==> src/sftd_pkg.sv <==
package sftd_pkg;

   localparam int unsigned CHANNELS = 16;
   localparam int unsigned SENSORS = 4;
   localparam int unsigned CH_W = 4;
   localparam int unsigned SENS_W = 2;

   localparam logic [16:0] SYNC_NONE = 17'd0;
   localparam logic [15:0] DELTA_ABSENT = 16'h7FFF;
   localparam logic [3:0] WARMUP = 4'd12;
   localparam logic [31:0] NEAR_GAP = 32'd100;
   localparam logic [31:0] PERIOD_LO = 32'd830770;
   localparam logic [31:0] PERIOD_HI = 32'd1015384;
   localparam logic [31:0] STAMP_SPAN = 32'h0100_0000;
   localparam logic [63:0] STAMP_FIELD = 64'h0000_0000_00FF_FFFF;
   localparam logic [15:0] MASK_RESET = 16'hFFFF;

   localparam logic EV_SYNC = 1'b0;
   localparam logic EV_SWEEP = 1'b1;

   function automatic logic [19:0] period_of(input logic [CH_W-1:0] ch);
      logic [19:0] p;
      case (ch)
         4'd0: p = 20'd959001;
         4'd1: p = 20'd957001;
         4'd2: p = 20'd952999;
         4'd3: p = 20'd948999;
         4'd4: p = 20'd947000;
         4'd5: p = 20'd943000;
         4'd6: p = 20'd940999;
         4'd7: p = 20'd939000;
         4'd8: p = 20'd937000;
         4'd9: p = 20'd928999;
         4'd10: p = 20'd919000;
         4'd11: p = 20'd910999;
         4'd12: p = 20'd907000;
         4'd13: p = 20'd901001;
         4'd14: p = 20'd893000;
         4'd15: p = 20'd887000;
         default: p = 20'd959001;
      endcase
      return p;
   endfunction

   // one accepted frame, handed from front to back
   typedef struct packed {
      logic [CH_W-1:0] channel;
      logic ootx;
      logic [63:0] ref_time;
      logic [31:0] pulse_time;
      logic [SENSORS-1:0] present;
      logic [SENSORS-1:0][15:0] delta;
   } frame_type;

   typedef struct packed {
      logic kind;
      logic [CH_W-1:0] channel;
      logic [SENS_W-1:0] sensor;
      logic [31:0] time_code;
      logic ootx;
      logic last;
   } event_type;

endpackage

==> src/sftd_front.sv <==
module sftd_front (
   input logic clock,
   input logic reset,
   input logic req_push,
   output logic req_full,
   input logic [16:0] req_sync_count,
   input logic req_ootx_bit,
   input logic [3:0] req_channel,
   input logic [23:0] req_ref_stamp,
   input logic [15:0] req_sensor_delta_0,
   input logic [15:0] req_sensor_delta_1,
   input logic [15:0] req_sensor_delta_2,
   input logic [15:0] req_sensor_delta_3,
   input logic csr_write,
   input logic [15:0] csr_wdata,
   output logic frm_valid,
   input logic frm_ready,
   output sftd_pkg::frame_type frm_data
);

   logic [23:0] prev_stamp_ff, prev_stamp_in;
   logic [38:0] wrap_ff, wrap_in;
   logic [15:0] mask_ff, mask_in;
   logic frm_valid_ff, frm_valid_in;
   sftd_pkg::frame_type frm_ff, frm_in;

   logic take;
   logic keep;
   logic [63:0] ref_now;
   logic [63:0] s24;
   logic [15:0] deltas [4];

   assign req_full = frm_valid_ff && !frm_ready;
   assign take = req_push && !req_full;
   assign deltas[0] = req_sensor_delta_0;
   assign deltas[1] = req_sensor_delta_1;
   assign deltas[2] = req_sensor_delta_2;
   assign deltas[3] = req_sensor_delta_3;

   always_comb begin
      wrap_in = wrap_ff;
      if (prev_stamp_ff > req_ref_stamp) begin
         wrap_in = wrap_ff + 39'd1;
      end
      ref_now = {wrap_in, req_ref_stamp, 1'b1};
      s24 = {44'd0, req_sync_count, 3'b100};
      keep = (req_sync_count != sftd_pkg::SYNC_NONE) && mask_ff[req_channel];
      frm_in.channel = req_channel;
      frm_in.ootx = req_ootx_bit;
      frm_in.ref_time = ref_now;
      if (s24 < ref_now) begin
         frm_in.pulse_time = 32'(ref_now - s24);
      end else begin
         frm_in.pulse_time = 32'(ref_now + sftd_pkg::STAMP_FIELD - s24);
      end
      for (int i = 0; i < sftd_pkg::SENSORS; i++) begin
         frm_in.delta[i] = deltas[i];
         frm_in.present[i] = deltas[i] != sftd_pkg::DELTA_ABSENT;
      end
   end

   always_comb begin
      prev_stamp_in = take ? req_ref_stamp : prev_stamp_ff;
      mask_in = csr_write ? csr_wdata : mask_ff;
      frm_valid_in = frm_valid_ff;
      if (frm_valid_ff && frm_ready) begin
         frm_valid_in = 1'b0;
      end
      if (take) begin
         frm_valid_in = keep;
      end
   end

   always_ff @(posedge clock) begin
      if (reset) begin
         prev_stamp_ff <= '0;
         wrap_ff <= '0;
         mask_ff <= sftd_pkg::MASK_RESET;
         frm_valid_ff <= 1'b0;
      end else begin
         prev_stamp_ff <= prev_stamp_in;
         if (take) begin
            wrap_ff <= wrap_in;
         end
         mask_ff <= mask_in;
         frm_valid_ff <= frm_valid_in;
      end
   end

   always_ff @(posedge clock) begin
      if (take && keep) begin
         frm_ff <= frm_in;
      end
   end

   assign frm_valid = frm_valid_ff;
   assign frm_data = frm_ff;

`ifndef SYNTH
   a_full_only_loaded: assert property (@(posedge clock) disable iff (reset)
      req_full |-> frm_valid_ff) else $error("full without a held frame");
   a_hold_stalled: assert property (@(posedge clock) disable iff (reset)
      frm_valid_ff && !frm_ready |=> frm_valid_ff && $stable(frm_ff))
      else $error("stalled frame changed");
   a_wrap_on_drop: assert property (@(posedge clock) disable iff (reset)
      !take |=> $stable(wrap_ff)) else $error("wrap moved with no transfer");
`endif

endmodule

==> config.mk <==
export PLATFORM = sky130hd
export DESIGN_NAME = sftd_front
export DESIGN_NICKNAME = d
export VERILOG_FILES = /design/src/sftd_pkg.sv /design/src/sftd_front.sv
export SDC_FILE = /design/constraint.sdc
export NUM_CORES = 1
export LEC_CHECK = 0
export BUFFER_PORTS_ARGS = -buffer_cell sky130_fd_sc_hd__buf_2
export CAP_MARGIN = 0
export CORE_MARGIN = 8
export CORE_UTILIZATION = 30
export DETAILED_ROUTE_END_ITERATION = 6
export SLEW_MARGIN = 20
export SYNTH_ARGS = -nofsm -noshare
export SYNTH_HDL_FRONTEND = slang
export SYNTH_SLANG_ARGS = --single-unit
==> constraint.sdc <==
create_clock -name clock -period 40.7 [get_ports clock]
set_input_delay 8.14 -clock clock [delete_from_list [all_inputs] [get_ports clock]]
set_output_delay 8.14 -clock clock [all_outputs]
set_load 0.01 [all_outputs]
After elaboration in Yosys (flattened, before gate mapping)
Index checks and enable logic that the tools add are counted.
{"block": "word_totals", "reg_bits": 248, "latchBits": 0, "mem_bits_rw": 0, "rom_bits": 0, "inputBits": 131, "output_inout_bits": 171, "elab_cells": 39, "memories": 0}
{"block": "op_classes", "add_sub_neg": 4, "mul": 0, "div_mod_pow": 0, "n_lt_le_gt_ge": 3, "n_eq_ne": 4, "shift": 0, "n_mux": 6, "bitwise": 0, "reduce_logical": 9}
{"operator": "< comparator 20 x 64 -> 1 bit", "n": 1}
{"operator": "inequality test 16 x 15 -> 1 bit (second input constant)", "n": 4}
{"operator": "subtractor 32 x 20 -> 32 bit", "n": 2}
{"operator": "adder 39 x 1 -> 39 bit (second input constant)", "n": 1}
{"operator": "2-to-1 mux 39 bit", "n": 1}
{"operator": "adder 32 x 24 -> 32 bit (second input constant)", "n": 1}
{"operator": "2-to-1 mux 32 bit", "n": 1}
{"operator": "> comparator 24 bit", "n": 1}
{"operator": "nonzero test 17 bit", "n": 1}
{"operator": "logical AND 1 bit", "n": 5}
{"operator": "< comparator 4 x 5 -> 1 bit (second input constant)", "n": 1}
{"operator": "binary-select mux 1 bit (select 4 bit)", "n": 1}
{"operator": "2-to-1 mux 1 bit", "n": 3}
{"operator": "logical NOT 1 bit", "n": 2}
{"operator": "nonzero test 2 bit", "n": 1}

Logic depth before layout (Yosys ltp)
Gate-level depths: netlist of the first run.
{"block": "depth", "ltp_word": 5, "mapped_depth": 21, "mapped_depth_nobuf": 18}

Least setup slack after synthesis of the first run
Ideal clock, no wire load.
{"block": "synth_path", "kind": "input-to-reg", "from": "input req_channel[0]", "to": "register frm_ff (netlist bit frm_data[0]), enable pin", "setup_ns": 1.588, "arrival_time_ns": 34.461, "required_ns": 39.112, "path_slack_ns": 4.652, "cell_stages": 4, "path_buffers": 0, "cell_sequence": "mux4_2 -> nor2b_1 -> a211oi_1 -> a2111oi_0"}
{"block": "synth_between", "elab_chain_len": 4}
{"item": "start: declaration", "line": "sftd_front.sv:8", "text": "input logic [3:0] req_channel,"}
{"item": "binary-select mux 1 bit (select 4 bit)", "line": "sftd_front.sv:47", "text": "keep = (req_sync_count != sftd_pkg::SYNC_NONE) && mask_ff[req_channel];"}
{"item": "2-to-1 mux 1 bit (implied by the code)", "line": "sftd_front.sv:47"}
{"item": "logical AND 1 bit", "line": "sftd_front.sv:47"}
{"item": "logical AND 1 bit", "line": "sftd_front.sv:91", "text": "if (take && keep) begin"}
{"item": "end signal: assignment", "line": "sftd_front.sv:92", "text": "frm_ff <= frm_in;"}
{"item": "end: declaration", "line": "sftd_front.sv:25", "text": "sftd_pkg::frame_type frm_ff, frm_in;"}
No other way between the ends. The select of a mux whose other input is x is not followed.
A chain may end at the register's enable or synchronous reset.

Final worst setup path of the first run
{"block": "layout_path", "from": "input frm_ready", "to": "output req_full"}
{"block": "layout_between", "elab_chain_len": 2}
{"item": "start: declaration", "line": "sftd_front.sv:17", "text": "input logic frm_ready,"}
{"item": "logical NOT 1 bit", "line": "sftd_front.sv:33", "text": "assign req_full = frm_valid_ff && !frm_ready;"}
{"item": "logical AND 1 bit", "line": "sftd_front.sv:33"}
{"item": "end: declaration", "line": "sftd_front.sv:5", "text": "output logic req_full,"}
No other way between the ends.

==> results.md, run 1 <==
* Status: finished, final reports clean
* Starting Density at 0.302
* Crit-path max FO at 3
* Internal power at 507 uW
* Power Density at 39.9 nW/um^2
* Asr flop ratio synth at 0
* Dominant cell by count in the synthesized netlist: edfxtp_1
* Clk_lat worst skew at 570 ps
* Post-CTS setup buffers at 0
* Synth-to-Final Area Change at 21.7%
* Clock network power share at 0.404
* Final nets at 1885
* Yosys cell types at 91
* CTS tree: done
* Drt pass-1 iters at 5
* First-pass GRT wire length at 62500 um
* Largest net degree at the start of global routing at 73
* Remaining antenna violation count at 0
* Clock slew at reported path FFs at 60 ps
* Syn. warnings at 0
* GR Layer Usage met3 at 0.0223
* Pin slew with the least headroom to its limit at 930 ps
* # hold bufs at CTS at 0
* Max rail drop VDD at 0.0318 mV
* Clock sinks at 247
* Gr busiest metal: met2
* Max-slew violations at 0
* Cells after Synth at 1352
* Synth top area share at 0.351
* Die W at 234 um
* Total gr overflow at 0
* Post-synthesis net count at 1598
* Pleak at 7.12 nW
* Top-Level Pins at 302
* # fillers at 4747
* Final setup vio count at 0
* Worst setup EP type: primary output
* Number of global-route vias before repair at 11.3k
* RSZ-0062 raised after global routing: no
* Total negative setup slack at 0 ps
* Clk buf depth at 3
* Dominant synthesized flop cell: edfxtp_1
* Worst EP required at 32560 ps
* NetSw at 186 uW
* DRT iter0 DRCs at 523
* Post-synthesis register bit count at 247
* Final hold slack at 460 ps
* Final Wtd Congestion at 0.872
* Sequential fraction of design power at 0.427
* Gr usage total at 0.142
* Post-synth top cells: 167 x edfxtp_1, 134 x nand2_1, 98 x inv_1, 97 x ha_1, 92 x nor2_1
* Std-Cell Rows at 80
* Max Clk Rate at 59.8 MHz
* Min cycle time layout at 16740 ps
* Syn avg cell area at 10.6 um^2
* Max cap viols at 0
* Post-synthesis instance area at 14300 um^2
* Part of the cycle the worst path needs at 0.411
* ANT cells at 0
* Synth area leaders: edfxtp_1 35%, dfxtp_1 11%, ha_1 8.5%, xnor2_1 4.9%, nand2_1 3.5%
* Detailed placement HPWL at 31500 um
* Slew margin rel. at 0.380
* Drt drc at 0
* Switching part of the total power at 0.269
* Vias per cell at 4.89
* EDFF count, synth at 167
* Hold Crit Class: register to register
* Die ar. at 54800 um^2
* Final Hold Viols at 0
* Met2 usage at 0.238
* H-tree Lvls at 1
* CP Launch Type: input port
* DRT Wirelength at 41000 um
* Synth area leader: edfxtp_1
* CTS buffer count at 30
* Worst Path Class, Setup: input port to primary output
* Initial antenna violation count at 1
* Sequential area share after synthesis at 0.463
* CTS resizes at 0
* Share of cells above drive strength 1 at 0.247
* IO Port Bufs at 300
* Die Ht at 234 um
* Drt wl/cell at 18.0 um
* Met1 usage at 0.182
* Via count at 11.1k
* Worst path arrival time at 8600 ps
* Post-Route Skew at 9.67 ps
* Portion of total power attributed to combinational logic at 0.169
* Root Buffer: clkbuf_16
* Placeable Area at 47300 um^2
==> final cells by class <==
class	instances	area, um^2	area share
Tap cell	615	769	0.0443
Clock inverter	20	234	0.0135
Sequential cell	247	6620	0.381
Clock buffer	35	801	0.0461
Multi-Input combinational cell	954	7030	0.405
Inverter	98	368	0.0212
Timing Repair Buffer	308	1560	0.0898
==> sequential cells by signal, summed over array words and instances (netlist names) <==
| signal | cells |
|---|---|
| frm_data | 167 |
| mask_ff | 16 |
| frm_valid | 1 |
| prev_stamp_ff | 24 |
| wrap_ff | 39 |
==> stage by stage <==
stage | instance area [um^2] | cells | setup WS [ps] | power (mW) | util
after global placement | 16300 | 2222 | 23960 | 0.417 | 0.345
after CTS | 17400 | 2277 | 23950 | 0.706 | 0.367
after global routing | 17400 | 2277 | 23910 | 0.727 | 0.367
after detailed placement | 16300 | 2222 | 23950 | 0.420 | 0.345
after floorplan | 14300 | 1352 | 4650 | 0.387 | -
final | 17400 | 2277 | 23960 | 0.693 | 0.367
==> logic make-up after synthesis <==
logic type,Yosys count,synth area share
AND/OR/NAND/NOR,444,0.166
XOR/XNOR,125,0.0767
flip-flops,247,0.463
adder cells (fa/ha/maj),115,0.110
multiplexers,18,0.0175
AO/OA/AOI/OAI,251,0.121
other,1,0.000263
buffers and inverters,151,0.0449
==> critical path, stage by stage <==
cell	delay [ps]
buf_2	90
nand2b_1	150
inv_1	80
buf_2	130
==> layout by cell type (no fill, tap or decap), drive strengths merged, types with 9 or more instances in the layout <==
| cell type | instances |
|---|---|
| and3 | 10 |
| xnor2 | 80 |
| nand4 | 40 |
| dfxtp | 80 |
| or4 | 10 |
| nor4 | 20 |
| inv | 99 |
| fa | 18 |
| mux2i | 11 |
| clkbuf | 35 |
| ha | 97 |
| clkinv | 12 |
| a211o | 19 |
| o211ai | 11 |
| or3 | 20 |
| xor2 | 45 |
| a211oi | 14 |
| nand2 | 134 |
| edfxtp | 167 |
| o21bai | 9 |
| nand3 | 27 |
| nor2 | 93 |
| a21oi | 81 |
| nor2b | 26 |
| nor3 | 25 |
| o21ai | 55 |
| buf | 308 |
| o21a | 9 |
==> power groups by stage <==
stage | combinational (mW) | sequential (mW) | clock, mW
after floorplan | 0.0649 | 0.322 | 0
after global placement | 0.116 | 0.301 | 0
after detailed placement | 0.118 | 0.301 | 0
after CTS | 0.119 | 0.296 | 0.291
after global routing | 0.130 | 0.298 | 0.300
final | 0.117 | 0.296 | 0.280
==> worst paths after layout <==
path / start / end / slack (ps) / cells after the start
worst max register to register: prev_stamp_ff[21] / frm_data[92] / 34600 / 16
worst min-delay path: prev_stamp_ff[21] / prev_stamp_ff[21] / 460 / 2
worst max-delay path: frm_ready / req_full / 23960 / 4
worst min register to register: prev_stamp_ff[21] / prev_stamp_ff[21] / 460 / 2
==> layer usage <==
metal  vias to the layer above  share of wire
met3                        74          0.060
met4                         2          0.035
met5                         -        0.00032
li1                       5402              -
met2                       338           0.47
met1                      5322           0.44
Note: power is estimated with default switching activity, not from simulation.
==> inputs of run 2 (changes only) <==
--- a/config.mk
+++ b/config.mk
@@ -5,6 +5,7 @@
 export SDC_FILE = /design/constraint.sdc
 export NUM_CORES = 1
 export LEC_CHECK = 0
+export ABC_AREA = 1
 export BUFFER_PORTS_ARGS = -buffer_cell sky130_fd_sc_hd__buf_2
 export CAP_MARGIN = 0
 export CORE_MARGIN = 8
==> constraint.sdc (replaced) <==
create_clock -name clock -period 17.2 [get_ports clock]
set_input_delay 3.44 -clock clock [delete_from_list [all_inputs] [get_ports clock]]
set_output_delay 3.44 -clock clock [all_outputs]
set_load 0.01 [all_outputs]
==> run 2 against run 1 <==
Routed wire length up 11%; synthesized cell count up 32%; power up 150%; first-iteration DRC count up 59%.
==> results.md, run 2 <==
* Part of the cycle the worst path needs at 0.489
* Switching part of the total power at 0.310 (was 0.269)
* CP Launch Type: input port (unchanged)
* Die ar. at 56700 um^2 (was 54800 um^2)
* Overall Power at 1.73 mW (was 693 uW)
* Max cap viols at 0 (unchanged)
* Drt drc at 0 (unchanged)
* Worst Path Class, Setup: input port to register (was input port to primary output)
* Std-Cell Rows at 81 (was 80)
* Max Clk Rate at 119 MHz
* Synth area leader: edfxtp_1 (unchanged)
* Drt wl/cell at 16.5 um (was 18.0 um)
* Dominant cell by count in the synthesized netlist: nand2_1 (was edfxtp_1)
* Post-synth top cells: 455 x nand2_1, 237 x inv_1, 167 x edfxtp_1, 159 x nor2_1, 118 x a21oi_1 (was 167 x edfxtp_1, 134 x nand2_1, 98 x inv_1, 97 x ha_1, 92 x nor2_1)
* Post-synthesis net count at 2032 (was 1598)
* Pleak at 8.26 nW (was 7.12 nW)
* DP Area at 16900 um^2 (was 16300 um^2)
* Min cycle time layout at 8410 ps
* Vias per cell at 4.65 (was 4.89)
* H-tree Lvls at 1 (unchanged)
* Synth top area share at 0.339 (was 0.351)
* RSZ-0062 raised after global routing: no (unchanged)
* Sequential fraction of design power at 0.415 (was 0.427)
* Number of global-route vias before repair at 12.8k (was 11.3k)
* Post-Route Skew at 36.5 ps (was 9.67 ps)
* Worst hold stages at 2 (unchanged)
* Detailed placement HPWL at 35900 um (was 31500 um)
* Clock sinks at 247 (unchanged)
* CTS tree: done (unchanged)
* Largest net degree at the start of global routing at 108 (was 73)
* Clk_lat worst skew at 590 ps (was 570 ps)
* DRT Wirelength at 45500 um (was 41000 um)
* Root Buffer: clkbuf_16 (unchanged)
* Syn avg cell area at 8.29 um^2 (was 10.6 um^2)
* Dominant synthesized flop cell: edfxtp_1 (unchanged)
* Worst path arrival time at 8710 ps (was 8600 ps)
* Asr flop ratio synth at 0 (unchanged)
* Clock slew at reported path FFs at 60 ps (about the same)
* IO Port Bufs at 300 (unchanged)
* Total negative setup slack at 0 ps (unchanged)
* Top-Level Pins at 302 (unchanged)
* Crit-path max FO at 40 (was 3)
* Hold Crit Class: register to register (unchanged)
* Worst Reg-to-Reg Cells at 17 (was 16)
* EDFF count, synth at 167 (unchanged)
* Portion of total power attributed to combinational logic at 0.222 (was 0.169)
* Family with the most delay on the worst path: simple AND/OR/NAND/NOR gates (was buffers and inverters)
* # fillers at 5069 (was 4747)
* Final nets at 2322 (was 1885)
* Reg area at 6620 um^2 (unchanged)
* Synth-to-Final Area Change at 21.0% (was 21.7%)
* CTS buffer count at 30 (unchanged)
* Reg2reg end: frm_data[77] (was frm_data[92])
* Remaining antenna violation count at 0 (unchanged)
* Die W at 238 um (was 234 um)
* Worst EP required at 17510 ps (was 32560 ps)
* CTS resizes at 0 (unchanged)
* Die Ht at 238 um (was 234 um)
* DRT iter0 DRCs at 830 (was 523)
* Final Wtd Congestion at 0.938 (was 0.872)
* Clk buf depth at 3 (unchanged)
* CP Buf/Inv Count at 4 (was 3)
* Max-slew violations at 0 (unchanged)
* Hold Crit Endpoint: mask_ff[12] (was prev_stamp_ff[21])
* Pre-CTS setup slack at 8310 ps (was 23950 ps)
* Sequential area share after synthesis at 0.447 (was 0.463)
* ANT cells at 0 (unchanged)
* Final setup vio count at 0 (unchanged)
* CP peak stage delay at 810 ps (was 150 ps)
* Most frequent CP cell: nand2_1 (was buf_2)
* Drt pass-1 iters at 5 (unchanged)
* Gr usage total at 0.154 (was 0.142)
* Slack of the worst reg-to-reg path at 11590 ps (was 34600 ps)
* Worst setup EP type: register (was primary output)
* Hold path start: mask_ff[12] (was prev_stamp_ff[21])
* Post-layout util at 0.367 (about the same)
* Clock network power share at 0.363 (was 0.404)
* Pin slew with the least headroom to its limit at 1040 ps (was 930 ps)
* R2r startpoint: prev_stamp_ff[7] (was prev_stamp_ff[21])
* Final Hold Viols at 0 (unchanged)
* Initial antenna violation count at 0 (was 1)
* Post-route cell area at 17900 um^2 (was 17400 um^2)
* Yosys cell types at 46 (was 91)
* Synth area leaders: edfxtp_1 34%, nand2_1 12%, dfxtp_1 11%, ha_1 8.2%, inv_1 6.0% (was edfxtp_1 35%, dfxtp_1 11%, ha_1 8.5%, xnor2_1 4.9%, nand2_1 3.5%)
* Total gr overflow at 0 (unchanged)
* Syn. warnings at 0 (unchanged)
* Power Density at 96.6 nW/um^2 (was 39.9 nW/um^2)
* First-pass GRT wire length at 71100 um (was 62500 um)
* Slew margin rel. at 0.302 (was 0.380)
* Placeable Area at 48800 um^2 (was 47300 um^2)
* Post-CTS setup buffers at 0 (unchanged)
* Multi-input gate area at 7020 um^2 (was 7030 um^2)
* NetSw at 537 uW (was 186 uW)
* Post-synthesis register bit count at 247 (unchanged)
* Commonest non-fill, non-tap cell in the layout: nand2_1 (was buf_2)
* CP max stage cell: nand2_2 (was nand2b_1)
* Starting Density at 0.303 (was 0.302)
* Most frequent cells in the layout: 454 x nand2_1, 300 x buf_2, 236 x inv_1 (was 300 x buf_2, 167 x edfxtp_1, 134 x nand2_1)
* Final WS setup at 8790 ps (was 23960 ps)
* Cells after Synth at 1786 (was 1352)
* Internal power at 1.19 mW (was 507 uW)
* Status: finished, final reports clean (unchanged)
* # hold bufs at CTS at 0 (unchanged)
* Largest register FFs at 167 (unchanged)
* Crit-path cells: buf_2 > inv_1 > ha_1 > nand2_1 > nor2_1 > nand4_1 > nand2b_2 > nand2_2 > inv_1 > nand2_1 > xor2_1 > ha_1 > inv_1 > nor2_1 > nand2_1 > o21ai_1 > nand2_2 > nand2_1 > nand2_1 (was buf_2 > nand2b_1 > inv_1 > buf_2)
* Via count at 12.8k (was 11.1k)
* Share of cells above drive strength 1 at 0.189 (was 0.247)
* Max rail drop VDD at 0.0757 mV (was 0.0318 mV)
* Stages on the worst setup path at 19 (was 4)
* Post-synthesis instance area at 14800 um^2 (was 14300 um^2)
==> run 2: stage by stage <==
stage | instances | hold slack [ps]
global route | 2764 | 481
finish | 2764 | 457
detailed placement | 2708 | 443
CTS | 2764 | 459
global placement | 2708 | 442
floorplan | 1786 | 429
==> run 2: kinds of logic after synthesis <==
logic type	after synthesis	share of synthesized area
XOR/XNOR	82	0.0485
flip-flops	247	0.447
other	1	0.000253
buffers and inverters	290	0.0792
AO/OA/AOI/OAI	241	0.0866
AND/OR/NAND/NOR	810	0.232
adder cells (fa/ha/maj)	115	0.106
==> run 2: worst max-delay path by stage <==
stage / endpoint / start
6_report: frm_data[77] / req_ref_stamp[7]
5_1_grt: frm_data[71] / req_ref_stamp[23]
4_1_cts: frm_data[81] / req_ref_stamp[11]
3_5_place_dp: frm_data[77] / req_ref_stamp[7]
3_3_place_gp: frm_data[70] / req_ref_stamp[23]
2_1_floorplan: frm_data[0] / req_channel[0]
==> run 2: area by class of cell <==
class                      count  area share
clock buffer                  38      0.0460
timing repair buffer         304      0.0855
multi-input combinational   1249       0.392
clock inverter                18     0.00936
tap                          664      0.0464
sequential                   247       0.369
inverter                     244      0.0514
==> run 2: routing by layer <==
layer	routed length [um]	share of wire	up-vias	track usage
met5	0	0	-	0
met3	3280	0.072	53	0.0294
li1	-	-	6400	-
met4	879	0.019	0	0.0372
met1	20300	0.45	5975	0.202
met2	21000	0.46	421	0.260
==> run 2: power groups by stage <==
stage               Sequential, mW  Clock (mW)  Combinational (mW)
floorplan                    0.747           0               0.230
global placement             0.729           0               0.375
detailed placement           0.731           0               0.381
CTS                          0.719       0.650               0.382
global route                 0.723       0.673               0.429
finish                       0.718       0.629               0.383
==> run 2: worst reg2reg max path, delay by kind of cell (launching register included) <==
| kind | cells | cell delay (ps) |
|---|---|---|
| XOR/XNOR | 1 | 330 |
| buffers and inverters | 2 | 210 |
| AO/OA/AOI/OAI | 1 | 810 |
| flip-flops | 1 | 320 |
| AND/OR/NAND/NOR | 11 | 3140 |
| adder cells (fa/ha/maj) | 2 | 540 |
